**src/rtl/core/ctl_pkg.sv**
```systemverilog
// Shared types, constants and keyword/operator helpers for the C token lexer.
`default_nettype none
package ctl_pkg;

   localparam int KwChars  = 8;
   localparam int LineBits = 16;
   localparam int ColBits  = 12;
   localparam int LenBits  = 12;
   localparam int NumKw    = 32;

   localparam logic [LineBits-1:0] LineSat = {LineBits{1'b1}};
   localparam logic [ColBits-1:0]  ColSat  = {ColBits{1'b1}};
   localparam logic [LenBits-1:0]  LenSat  = {LenBits{1'b1}};

   // token kinds
   localparam logic [5:0] KindEnd    = 6'd0;
   localparam logic [5:0] KindIdent  = 6'd1;
   localparam logic [5:0] KindInt    = 6'd2;
   localparam logic [5:0] KindFloat  = 6'd3;
   localparam logic [5:0] KindString = 6'd4;
   localparam logic [5:0] KindError  = 6'd5;
   localparam logic [5:0] KindPunct  = 6'd6;
   localparam logic [5:0] KindNone   = 6'd0;
   localparam logic [5:0] KindKwBase = 6'd18;

   // diagnostics
   localparam logic [2:0] DiagNone    = 3'd0;
   localparam logic [2:0] DiagBadHex  = 3'd1;
   localparam logic [2:0] DiagEmptyHx = 3'd2;
   localparam logic [2:0] DiagBadOct  = 3'd3;
   localparam logic [2:0] DiagIllegal = 3'd4;
   localparam logic [2:0] DiagOvf     = 3'd5;
   localparam logic [2:0] DiagUnterm  = 3'd6;

   // digit error codes held while scanning a number
   localparam logic [1:0] DerrNone = 2'd0;
   localparam logic [1:0] DerrHex  = 2'd1;
   localparam logic [1:0] DerrOct  = 2'd2;

   // keywords, right aligned, first character in the highest used byte
   localparam logic [63:0] KwText [NumKw] = '{
      "auto", "break", "case", "char", "const", "continue", "default", "do",
      "double", "else", "enum", "extern", "float", "for", "goto", "if",
      "int", "long", "register", "return", "short", "signed", "sizeof", "static",
      "struct", "switch", "typedef", "union", "unsigned", "void", "volatile", "while"};

   typedef logic [KwChars-1:0][7:0] kw_buf_type;

   typedef struct packed {
      logic [5:0]          kind;
      logic [7:0]          punct_char;
      logic [63:0]         number_value;
      logic [LineBits-1:0] token_line;
      logic [ColBits-1:0]  token_col;
      logic [LenBits-1:0]  token_len;
      logic [2:0]          diag;
      logic                last_of_step;
   } rsp_item_type;

   function automatic logic is_digit(logic [7:0] b);
      return (b >= "0") && (b <= "9");
   endfunction

   function automatic logic is_alpha(logic [7:0] b);
      return ((b >= "a") && (b <= "z")) || ((b >= "A") && (b <= "Z")) || (b == "_");
   endfunction

   // two-character operator kind, zero when the pair is no operator
   function automatic logic [5:0] pair_kind(logic [7:0] a, logic [7:0] b);
      logic [5:0] k;
      k = KindNone;
      unique case (a)
         "+": if (b == "+") k = 6'd7;
         "-": if (b == ">") k = 6'd8; else if (b == "-") k = 6'd9;
         "<": if (b == "=") k = 6'd10; else if (b == "<") k = 6'd11;
         ">": if (b == "=") k = 6'd12; else if (b == ">") k = 6'd13;
         "=": if (b == "=") k = 6'd14;
         "|": if (b == "|") k = 6'd15;
         "&": if (b == "&") k = 6'd16;
         "!": if (b == "=") k = 6'd17;
         default: k = KindNone;
      endcase
      return k;
   endfunction

   // identifier or keyword kind for a run of n characters held in kw
   function automatic logic [5:0] ident_kind(kw_buf_type kw, logic [LenBits-1:0] n);
      logic [5:0]  k;
      logic [3:0]  len;
      logic        ok;
      logic [2:0]  p;
      k = KindIdent;
      if (n <= LenBits'(KwChars)) begin
         for (int e = 0; e < NumKw; e++) begin
            len = 4'd0;
            for (int j = 0; j < 8; j++)
               if (KwText[e][8*j +: 8] != 8'd0) len = len + 4'd1;
            ok = ({8'd0, len} == n);
            for (int i = 0; i < KwChars; i++) begin
               p = 3'(len - 4'd1 - 4'(i));
               if ((LenBits'(i) < n) && (kw[i] != KwText[e][8*p +: 8])) ok = 1'b0;
            end
            if (ok && (k == KindIdent)) k = KindKwBase + 6'(e);
         end
      end
      return k;
   endfunction

endpackage
`default_nettype wire

```
**src/rtl/core/c_token_lexer_core.sv**
```systemverilog
// Top level of the C token lexer: byte scanner with a small result queue.
`default_nettype none
// Channel | Dir | Ports                         | Content
// req     | in  | req_tvalid/tready/tdata[7:0]  | src_byte
// rsp     | out | rsp_tvalid/tready/tdata/tuser | one token, tlast = last of its byte
//
// Each source byte is scanned in the cycle it is accepted; its results (zero,
// one or two tokens) are registered into a four-entry queue and leave one per
// cycle. A byte is taken every cycle while at least two queue slots are free,
// so throughput is one byte per cycle unless bytes produce two tokens in a row
// or the consumer stalls. Synchronous active-high reset clears the scanner to
// idle at line 1, column 0 and empties the queue.
module c_token_lexer_core (
   input  wire logic         clock,
   input  wire logic         reset,
   input  wire logic         req_tvalid,
   output      logic         req_tready,
   input  wire logic [7:0]   req_tdata,   // [7:0] src_byte
   output      logic         rsp_tvalid,
   input  wire logic         rsp_tready,
   output      logic [119:0] rsp_tdata,   // punct_char, number_value, token_line,
                                          // token_col, token_len, diag, zero pad
   output      logic [5:0]   rsp_tuser,   // kind
   output      logic         rsp_tlast    // last_of_step
);

   typedef enum logic [3:0] {
      M_IDLE, M_IDENT, M_OCT, M_DEC, M_HEX, M_FLOAT, M_DOT, M_OP,
      M_STR, M_CHR, M_BCOM, M_LCOM
   } mode_type;

   localparam int LB = ctl_pkg::LineBits;
   localparam int CB = ctl_pkg::ColBits;
   localparam int NB = ctl_pkg::LenBits;

   // scanner state
   mode_type            mode_ff, mode_in;
   logic [7:0]          pend_ff, pend_in;
   logic [63:0]         acc_ff, acc_in;
   logic                ovf_ff, ovf_in;
   logic [1:0]          derr_ff, derr_in;
   ctl_pkg::kw_buf_type kw_ff, kw_in;
   logic [NB-1:0]       run_ff, run_in;
   logic [LB-1:0]       sline_ff, sline_in;
   logic [CB-1:0]       scol_ff, scol_in;
   logic [LB-1:0]       line_ff, line_in;
   logic [CB-1:0]       col_ff, col_in;

   // result queue
   ctl_pkg::rsp_item_type q_ff [4];
   logic [1:0]          wptr_ff, rptr_ff;
   logic [2:0]          cnt_ff;

   ctl_pkg::rsp_item_type res [2];
   logic [1:0]          nres;

   logic        req_acc, rsp_acc;
   logic [7:0]  b;
   logic        do_start;
   logic [5:0]  e_kind;
   logic [7:0]  e_punct;
   logic [63:0] e_val;
   logic [2:0]  e_diag;
   logic        e_valid;
   logic [67:0] dec_prod;
   logic [3:0]  dig;
   logic [3:0]  hexd;
   logic        hex_ok;
   logic [5:0]  pk;
   logic [7:0]  quote;

   assign req_tready = (cnt_ff <= 3'd2);
   assign req_acc    = req_tvalid && req_tready;
   assign rsp_tvalid = (cnt_ff != 3'd0);
   assign rsp_acc    = rsp_tvalid && rsp_tready;
   assign b          = req_tdata;

   always_comb begin
      mode_in  = mode_ff;  pend_in  = pend_ff;  acc_in  = acc_ff;
      ovf_in   = ovf_ff;   derr_in  = derr_ff;  kw_in   = kw_ff;
      run_in   = run_ff;   sline_in = sline_ff; scol_in = scol_ff;
      line_in  = line_ff;  col_in   = col_ff;
      do_start = 1'b0;
      e_valid  = 1'b0; e_kind = ctl_pkg::KindNone; e_punct = 8'd0;
      e_val    = 64'd0; e_diag = ctl_pkg::DiagNone;
      res[0]   = '0; res[1] = '0; nres = 2'd0;
      dig      = 4'(b - "0");
      dec_prod = ({4'd0, acc_ff} << 3) + ({4'd0, acc_ff} << 1) + 68'(dig);
      hex_ok   = 1'b1;
      hexd     = 4'd0;
      if (ctl_pkg::is_digit(b)) hexd = dig;
      else if (b >= "a" && b <= "f") hexd = 4'(b - "a" + 8'd10);
      else if (b >= "A" && b <= "F") hexd = 4'(b - "A" + 8'd10);
      else hex_ok = 1'b0;
      pk    = ctl_pkg::pair_kind(pend_ff, b);
      quote = (mode_ff == M_STR) ? "\"" : "'";

      // advance the token in progress
      unique case (mode_ff)
         M_IDENT: begin
            if (ctl_pkg::is_alpha(b) || ctl_pkg::is_digit(b)) begin
               if (run_ff < NB'(ctl_pkg::KwChars)) kw_in[run_ff[2:0]] = b;
               if (run_ff < ctl_pkg::LenSat) run_in = run_ff + 1'b1;
            end else begin
               e_valid = 1'b1; e_kind = ctl_pkg::ident_kind(kw_ff, run_ff);
               do_start = 1'b1;
            end
         end
         M_OCT: begin
            if (run_ff == NB'(1) && (b == "x" || b == "X")) begin
               mode_in = M_HEX;
               if (run_ff < ctl_pkg::LenSat) run_in = run_ff + 1'b1;
            end else if (run_ff == NB'(1) && b == ".") begin
               mode_in = M_FLOAT;
               if (run_ff < ctl_pkg::LenSat) run_in = run_ff + 1'b1;
            end else if (ctl_pkg::is_digit(b)) begin
               if (dig > 4'd7) derr_in = ctl_pkg::DerrOct;
               if (acc_ff[63:61] != 3'd0) ovf_in = 1'b1;
               else acc_in = (acc_ff << 3) + 64'(dig);
               if (run_ff < ctl_pkg::LenSat) run_in = run_ff + 1'b1;
            end else begin
               e_valid = 1'b1; e_kind = ctl_pkg::KindInt; e_val = acc_ff;
               e_diag = (derr_ff != ctl_pkg::DerrNone) ? ctl_pkg::DiagBadOct :
                        (ovf_ff ? ctl_pkg::DiagOvf : ctl_pkg::DiagNone);
               do_start = 1'b1;
            end
         end
         M_DEC: begin
            if (ctl_pkg::is_digit(b)) begin
               if (dec_prod[67:64] != 4'd0) ovf_in = 1'b1;
               else acc_in = dec_prod[63:0];
               if (run_ff < ctl_pkg::LenSat) run_in = run_ff + 1'b1;
            end else if (b == ".") begin
               mode_in = M_FLOAT;
               if (run_ff < ctl_pkg::LenSat) run_in = run_ff + 1'b1;
            end else begin
               e_valid = 1'b1; e_kind = ctl_pkg::KindInt; e_val = acc_ff;
               e_diag = ovf_ff ? ctl_pkg::DiagOvf : ctl_pkg::DiagNone;
               do_start = 1'b1;
            end
         end
         M_HEX: begin
            if (ctl_pkg::is_alpha(b) || ctl_pkg::is_digit(b)) begin
               if (!hex_ok) derr_in = ctl_pkg::DerrHex;
               else if (acc_ff[63:60] != 4'd0) ovf_in = 1'b1;
               else acc_in = (acc_ff << 4) | 64'(hexd);
               if (run_ff < ctl_pkg::LenSat) run_in = run_ff + 1'b1;
            end else begin
               e_valid = 1'b1;
               if (run_ff == NB'(2)) begin
                  e_kind = ctl_pkg::KindError; e_diag = ctl_pkg::DiagEmptyHx;
               end else if (derr_ff != ctl_pkg::DerrNone) begin
                  e_kind = ctl_pkg::KindError; e_val = acc_ff; e_diag = ctl_pkg::DiagBadHex;
               end else begin
                  e_kind = ctl_pkg::KindInt; e_val = acc_ff;
                  e_diag = ovf_ff ? ctl_pkg::DiagOvf : ctl_pkg::DiagNone;
               end
               do_start = 1'b1;
            end
         end
         M_FLOAT: begin
            if (ctl_pkg::is_digit(b)) begin
               if (run_ff < ctl_pkg::LenSat) run_in = run_ff + 1'b1;
            end else begin
               e_valid = 1'b1; e_kind = ctl_pkg::KindFloat; e_val = acc_ff;
               e_diag = ovf_ff ? ctl_pkg::DiagOvf : ctl_pkg::DiagNone;
               do_start = 1'b1;
            end
         end
         M_DOT: begin
            if (ctl_pkg::is_digit(b)) begin
               mode_in = M_FLOAT; acc_in = 64'd0;
               if (run_ff < ctl_pkg::LenSat) run_in = run_ff + 1'b1;
            end else begin
               e_valid = 1'b1; e_kind = ctl_pkg::KindPunct; e_punct = ".";
               do_start = 1'b1;
            end
         end
         M_OP: begin
            if (pend_ff == "/" && b == "*") begin
               mode_in = M_BCOM; pend_in = 8'd0;
               if (run_ff < ctl_pkg::LenSat) run_in = run_ff + 1'b1;
            end else if (pend_ff == "/" && b == "/") begin
               mode_in = M_LCOM;
            end else if (pk != ctl_pkg::KindNone) begin
               run_in = NB'(2); e_valid = 1'b1; e_kind = pk; mode_in = M_IDLE;
            end else begin
               e_valid = 1'b1; e_kind = ctl_pkg::KindPunct; e_punct = pend_ff;
               do_start = 1'b1;
            end
         end
         M_STR, M_CHR: begin
            if (b == 8'd0) begin
               e_valid = 1'b1; e_kind = ctl_pkg::KindError; e_diag = ctl_pkg::DiagUnterm;
               do_start = 1'b1;
            end else begin
               if (run_ff < ctl_pkg::LenSat) run_in = run_ff + 1'b1;
               if (pend_ff == "\\") pend_in = 8'd0;
               else if (b == "\\") pend_in = "\\";
               else if (b == quote) begin
                  e_valid = 1'b1; e_kind = ctl_pkg::KindString; mode_in = M_IDLE;
               end
            end
         end
         M_BCOM: begin
            if (b == 8'd0) begin
               e_valid = 1'b1; e_kind = ctl_pkg::KindError; e_diag = ctl_pkg::DiagUnterm;
               do_start = 1'b1;
            end else begin
               if (run_ff < ctl_pkg::LenSat) run_in = run_ff + 1'b1;
               if (pend_ff == "*" && b == "/") mode_in = M_IDLE;
               else pend_in = (b == "*") ? "*" : 8'd0;
            end
         end
         M_LCOM: begin
            if (b == 8'd0 || b == "\n") do_start = 1'b1;
         end
         default: do_start = 1'b1;
      endcase

      if (e_valid) begin
         res[0] = '{kind: e_kind, punct_char: e_punct, number_value: e_val,
                    token_line: sline_ff, token_col: scol_ff, token_len: run_in,
                    diag: e_diag, last_of_step: 1'b0};
         nres = 2'd1;
      end

      // open a new token with this byte
      if (do_start) begin
         mode_in = M_IDLE; sline_in = line_ff; scol_in = col_ff; run_in = NB'(1);
         acc_in = 64'd0; ovf_in = 1'b0; derr_in = ctl_pkg::DerrNone; pend_in = 8'd0;
         e_valid = 1'b0; e_kind = ctl_pkg::KindNone; e_punct = 8'd0;
         e_diag = ctl_pkg::DiagNone;
         if (b == 8'd0) begin
            run_in = NB'(0); e_valid = 1'b1; e_kind = ctl_pkg::KindEnd;
            line_in = LB'(1); col_in = CB'(0);
         end else if (b == " " || b == 8'h09 || b == 8'h0B || b == 8'h0C || b == "\n" ||
                      b == "\r" || b == "#" || b == "\\") begin
            mode_in = M_IDLE;
         end else if (ctl_pkg::is_alpha(b)) begin
            mode_in = M_IDENT; kw_in[0] = b;
         end else if (b == "0") begin
            mode_in = M_OCT;
         end else if (ctl_pkg::is_digit(b)) begin
            mode_in = M_DEC; acc_in = 64'(dig);
         end else if (b == ".") begin
            mode_in = M_DOT;
         end else if (b == "\"") begin
            mode_in = M_STR;
         end else if (b == "'") begin
            mode_in = M_CHR;
         end else if (b == "/" || b == "+" || b == "-" || b == "<" || b == ">" ||
                      b == "=" || b == "|" || b == "&" || b == "!") begin
            mode_in = M_OP; pend_in = b;
         end else if (b == ";" || b == "," || b == ":" || b == "*" || b == "~" ||
                      b == "%" || b == "^" || b == "?" || b == "[" || b == "]" ||
                      b == "{" || b == "}" || b == "(" || b == ")") begin
            e_valid = 1'b1; e_kind = ctl_pkg::KindPunct; e_punct = b;
         end else begin
            e_valid = 1'b1; e_kind = ctl_pkg::KindError; e_diag = ctl_pkg::DiagIllegal;
         end
         if (e_valid) begin
            res[nres[0]] = '{kind: e_kind, punct_char: e_punct, number_value: 64'd0,
                             token_line: sline_in, token_col: scol_in, token_len: run_in,
                             diag: e_diag, last_of_step: 1'b0};
            nres = nres + 2'd1;
         end
      end

      // advance the position
      if (b == "\n" || b == "\r") begin
         if (line_in < ctl_pkg::LineSat) line_in = line_in + 1'b1;
         col_in = CB'(0);
      end else if (b != 8'd0) begin
         if (col_in < ctl_pkg::ColSat) col_in = col_in + 1'b1;
      end

      if (nres == 2'd1) res[0].last_of_step = 1'b1;
      if (nres == 2'd2) res[1].last_of_step = 1'b1;
   end

   always_ff @(posedge clock) begin
      if (reset) begin
         mode_ff  <= M_IDLE;  pend_ff  <= 8'd0;  acc_ff  <= 64'd0;
         ovf_ff   <= 1'b0;    derr_ff  <= ctl_pkg::DerrNone; kw_ff <= '0;
         run_ff   <= '0;      sline_ff <= LB'(1); scol_ff <= '0;
         line_ff  <= LB'(1);  col_ff   <= '0;
         wptr_ff  <= 2'd0;    rptr_ff  <= 2'd0;   cnt_ff  <= 3'd0;
      end else begin
         if (req_acc) begin
            mode_ff  <= mode_in;  pend_ff  <= pend_in;  acc_ff  <= acc_in;
            ovf_ff   <= ovf_in;   derr_ff  <= derr_in;  kw_ff   <= kw_in;
            run_ff   <= run_in;   sline_ff <= sline_in; scol_ff <= scol_in;
            line_ff  <= line_in;  col_ff   <= col_in;
            wptr_ff  <= wptr_ff + nres;
         end
         if (rsp_acc) rptr_ff <= rptr_ff + 2'd1;
         cnt_ff <= cnt_ff + (req_acc ? {1'b0, nres} : 3'd0) - (rsp_acc ? 3'd1 : 3'd0);
      end
   end

   // queue payload, no reset needed
   always_ff @(posedge clock) begin
      if (req_acc && nres != 2'd0) q_ff[wptr_ff] <= res[0];
      if (req_acc && nres == 2'd2) q_ff[wptr_ff + 2'd1] <= res[1];
   end

   assign rsp_tuser = q_ff[rptr_ff].kind;
   assign rsp_tlast = q_ff[rptr_ff].last_of_step;
   assign rsp_tdata = {5'd0, q_ff[rptr_ff].diag, q_ff[rptr_ff].token_len,
                       q_ff[rptr_ff].token_col, q_ff[rptr_ff].token_line,
                       q_ff[rptr_ff].number_value, q_ff[rptr_ff].punct_char};

   // queue never overfills
   a_cnt_bound: assert property (@(posedge clock) disable iff (reset)
      cnt_ff <= 3'd4) else $error("result queue overflow");

   // end of input returns the scanner to idle at line 1, column 0
   a_end_reset: assert property (@(posedge clock) disable iff (reset)
      (req_acc && req_tdata == 8'd0) |=> (mode_ff == M_IDLE && line_ff == LB'(1) &&
                                          col_ff == CB'(0)))
      else $error("scanner not rewound after end of input");

   // a byte 0 always yields at least the end token, so the queue cannot be empty next
   a_end_emits: assert property (@(posedge clock) disable iff (reset)
      (req_acc && req_tdata == 8'd0) |=> (cnt_ff != 3'd0))
      else $error("end of input produced no token");

endmodule
`default_nettype wire

```
**config.mk**
```make
export PLATFORM = sky130hd
export DESIGN_NAME = c_token_lexer_core
export DESIGN_NICKNAME = d
export VERILOG_FILES = /design/src/rtl/core/ctl_pkg.sv /design/src/rtl/core/c_token_lexer_core.sv
export SDC_FILE = /design/constraint.sdc
export NUM_CORES = 2
export LEC_CHECK = 0
export ABC_AREA = 1
export CAP_MARGIN = 20
export CORE_MARGIN = 1.5
export CORE_UTILIZATION = 47
export DETAILED_ROUTE_END_ITERATION = 10
export DONT_BUFFER_PORTS = 1
export SLEW_MARGIN = 20
export SYNTH_ARGS = -nofsm -noshare
export SYNTH_HDL_FRONTEND = slang
export SYNTH_SLANG_ARGS = --single-unit
```
**constraint.sdc**
```tcl
create_clock -name clock -period 11.6 [get_ports clock]
set_input_delay 0 -clock clock [delete_from_list [all_inputs] [get_ports clock]]
set_output_delay 0 -clock clock [all_outputs]
set_load 0.05 [all_outputs]
```
==> flow_summary.yaml <==
worst_setup_path:
  crit_family: "buffers and inverters"
  worstPathRequired_ns: 11.88
  arrival_ns: 7.84
  cpMostUsedCell: "inv_2"
  path_depth: 23
  cp_max_fo: 69
  crit_type: "in2reg"
  max_stage_delay_ns: 0.75
  crit_path_start_kind: "primary input"
  crit_buf_inv: 10
  end_kind: "flop"
  cp_cell_sequence: "dlygate4sd3_1 -> inv_1 -> ha_1 -> inv_1 -> nor2_1 -> inv_2 -> o21ai_1 -> o211ai_1 -> nor2_1 -> nand3_1 -> nor2_4 -> inv_2 -> nand2_4 -> inv_4 -> nor2_4 -> inv_2 -> nor2_1 -> inv_2 -> or2_4 -> nor2_8 -> clkinv_2 -> o21ai_4 -> buf_4"
  reg2reg_depth: 21
  worst_path_max_delay_cell: "clkinv_2"
synth:
  synth_area_um2: 44890
  yosys_warnings: 0
  synth-seq-cells: 708
  syn_inst: 6103
  synth_cell_types: 69
  syn_area_per_cell_um2: 7.355
  ys.flop_type: "edfxtp_1"
  synth_edf_count: 488
  seq_area_frac_synth_pct: 42.46
  async_reset_ff_share_pct: 0
sta:
  finClkSkew_ns: 0.02099
  finalSetupViolCount: 0
  min_period_ns: 7.560
  layout_setup_ws_ns: 4.040
  hold_viol: 0
  fmax_ghz: 0.1323
  tightestPinTransition_ns: 1.202
  tns_ns: 0
  relSlewSlack_pct: 21.02
  fin_crit_sh_pct: 65.17
  rsz0062_at_grt: "no"
  slew_viol_final: 0
floorplanning:
  die_area_um2: 97370
  floorplan.initialDensity_pct: 47.31
  num_io_pins: 141
  core_area_um2: 94870
  core.rowCount: 113
  die_w_um: 312.0
  die_h_um: 312.0
detailed_routing:
  dr.pass1.iters: 6
  via_count: 42714
  wl_mm: 157.4
  postRouteAntennaNets: 0
  route.detailed.drc: 0
  drt_iter0_drc: 5359
  drt-wirelength-per-cell_um: 21.40
  routed_via_density: 5.809
cts:
  cts_resized: 0
  cts_made_buffers: 81
  cts.sinks: 708
  cts-root-buf: "clkbuf_16"
  cts_buffer_depth: 3
  cts_tree: "built"
  clkLatencyLatePin_ns: 0.66
  clkTransAtPathRegs_ns: 0.06
  post_cts_buffers: 0
  htree_levels: 3
worst_hold_path:
  hold_depth: 7
  min_path_type: "in2reg"
layout:
  layout.cells.non_filler: 7353
  antenna_cells: 0
  mostFrequentLayoutCells: "nand2_1, nor2_1, inv_1"
  drive_gt1_share_pct: 5.092
  final_common_cell: "nand2_1"
  area_growth_pct: 8.641
  nets: 6183
global_routing:
  grt_max_degree: 161
  grt_pass1_wl_mm: 238.1
  grt_overflow_total: 0
  antenna_found_initial: 4
  first_global_vias: 38871
  grt_usage_pct: 31.41
placed_design:
  place.detailed.hpwl_mm: 108.2
  io_buffers: 0
  place_ws_ns: 3.462
  globalplace.congestion: 0.9684
  dp.cells: 7191
job:
  cap_violations: 0
power_and_ir_drop:
  leakagePower_nw: 20.77
  power_mw: 11.10
  ir_drop_mv: 0.1592
  cellPowerDensity_nw_per_um2: 227.6
status:
  outcome: "finished clean"
[where the power goes]
group	total [mW]	internal, mW	switching [mW]
Combinational	4.95	1.12	3.83
Clock	2.48	1.39	1.09
Sequential	3.67	3.39	0.282
[worst paths after layout]
kind / start / endpoint / slack, ns
max: req_tdata[1] / q_ff[3][78]$_SDFFCE_PP0P_ / 4.04
min: req_tdata[4] / pend_ff[5]$_SDFFE_PP0P_ / 0.06
max reg2reg: run_ff[2]$_SDFFE_PP0P_ / q_ff[3][78]$_SDFFCE_PP0P_ / 4.31
min reg2reg: kw_ff[15]$_SDFFE_PP0P_ / kw_ff[15]$_SDFFE_PP0P_ / 0.46
[timing repair]
item                                    CTS  global route
endpoints found under the hold margin   164             0
hold buffers                             13             0
endpoints found under the setup margin    0             0
[metrics by stage]
stage / util (%) / hold WS [ns] / cell area (um^2)
finish: 51.40 / 0.06395 / 48770
CTS: 51.38 / 0.01398 / 48750
detailed placement: 48.58 / 0.09398 / 46080
global route: 51.40 / 0.1174 / 48770
floorplan: - / 0.1881 / 44900
global placement: 48.46 / 0.09046 / 45970
[worst register-to-register path: stages (launching register included)]
cell	delay, ns
dfxtp_1	0.57
nor2_2	0.10
inv_2	0.11
nor2_2	0.05
nand4_1	0.11
nor3_2	0.08
and3_1	0.21
a21oi_1	0.17
nand2_2	0.11
a21oi_1	0.37
nor4_1	0.14
nand2_4	0.54
inv_4	0.47
nor2_4	0.44
inv_2	0.11
nor2_1	0.15
inv_2	0.05
or2_4	0.31
nor2_8	0.73
clkinv_2	0.76
o21ai_4	0.51
buf_4	0.73
[kinds of logic after synthesis]
logic type / Yosys count / share of synthesized area (%)
fa+ha+maj: 148 / 4.176
other cells: 1 / 0.008354
buf+inv: 1155 / 10.35
flops: 708 / 42.46
compound gates: 1492 / 18.46
simple gates: 2569 / 23.96
xor+xnor: 30 / 0.5854
[cell usage after synthesis, drive strengths merged (54+ instances only)]
cell type  number  area (um^2)
nor3          148        765.7
a21oi         394         1972
o21ai         754         3777
nor2          843         3256
nand2        1202         4529
clkbuf        195        732.0
nand3         169        855.8
nand4         118        738.2
edfxtp        488        14650
o22ai         128        800.8
o2111ai        54        473.0
dfxtp         220         4404
buf            94        651.9
inv           860         3233
ha            145         1814
[cell type report]
cell class                      instances  area [um^2]
Fill cell                            9346        46100
Multi-Input combinational cell       4244        21300
Sequential cell                       708        19070
Inverter                              866         3276
Clock buffer                          111         2211
Tap cell                             1265         1583
Timing Repair Buffer                  122         1023
Clock inverter                         37        304.0
[layer usage]
layer | global-route usage [%] | vias up | share of wire (%)
met1 | 47.94 | 20067 | 46
li1 | - | 20447 | -
met4 | 8.087 | 2 | 2.2
met2 | 46.28 | 1962 | 42
met5 | 0 | - | 0.010
met3 | 4.545 | 236 | 9.3
[sequential cells by signal (all words and copies together), names as in the netlist, named ones only]
register,cells
q_ff,488
acc_ff,64
kw_ff,64
line_ff,16
sline_ff,16
col_ff,12
run_ff,12
scol_ff,12
pend_ff,8
mode_ff,4
cnt_ff,3
derr_ff,2
rptr_ff,2
wptr_ff,2
ovf_ff,1
(Power assumes the default switching activity.)
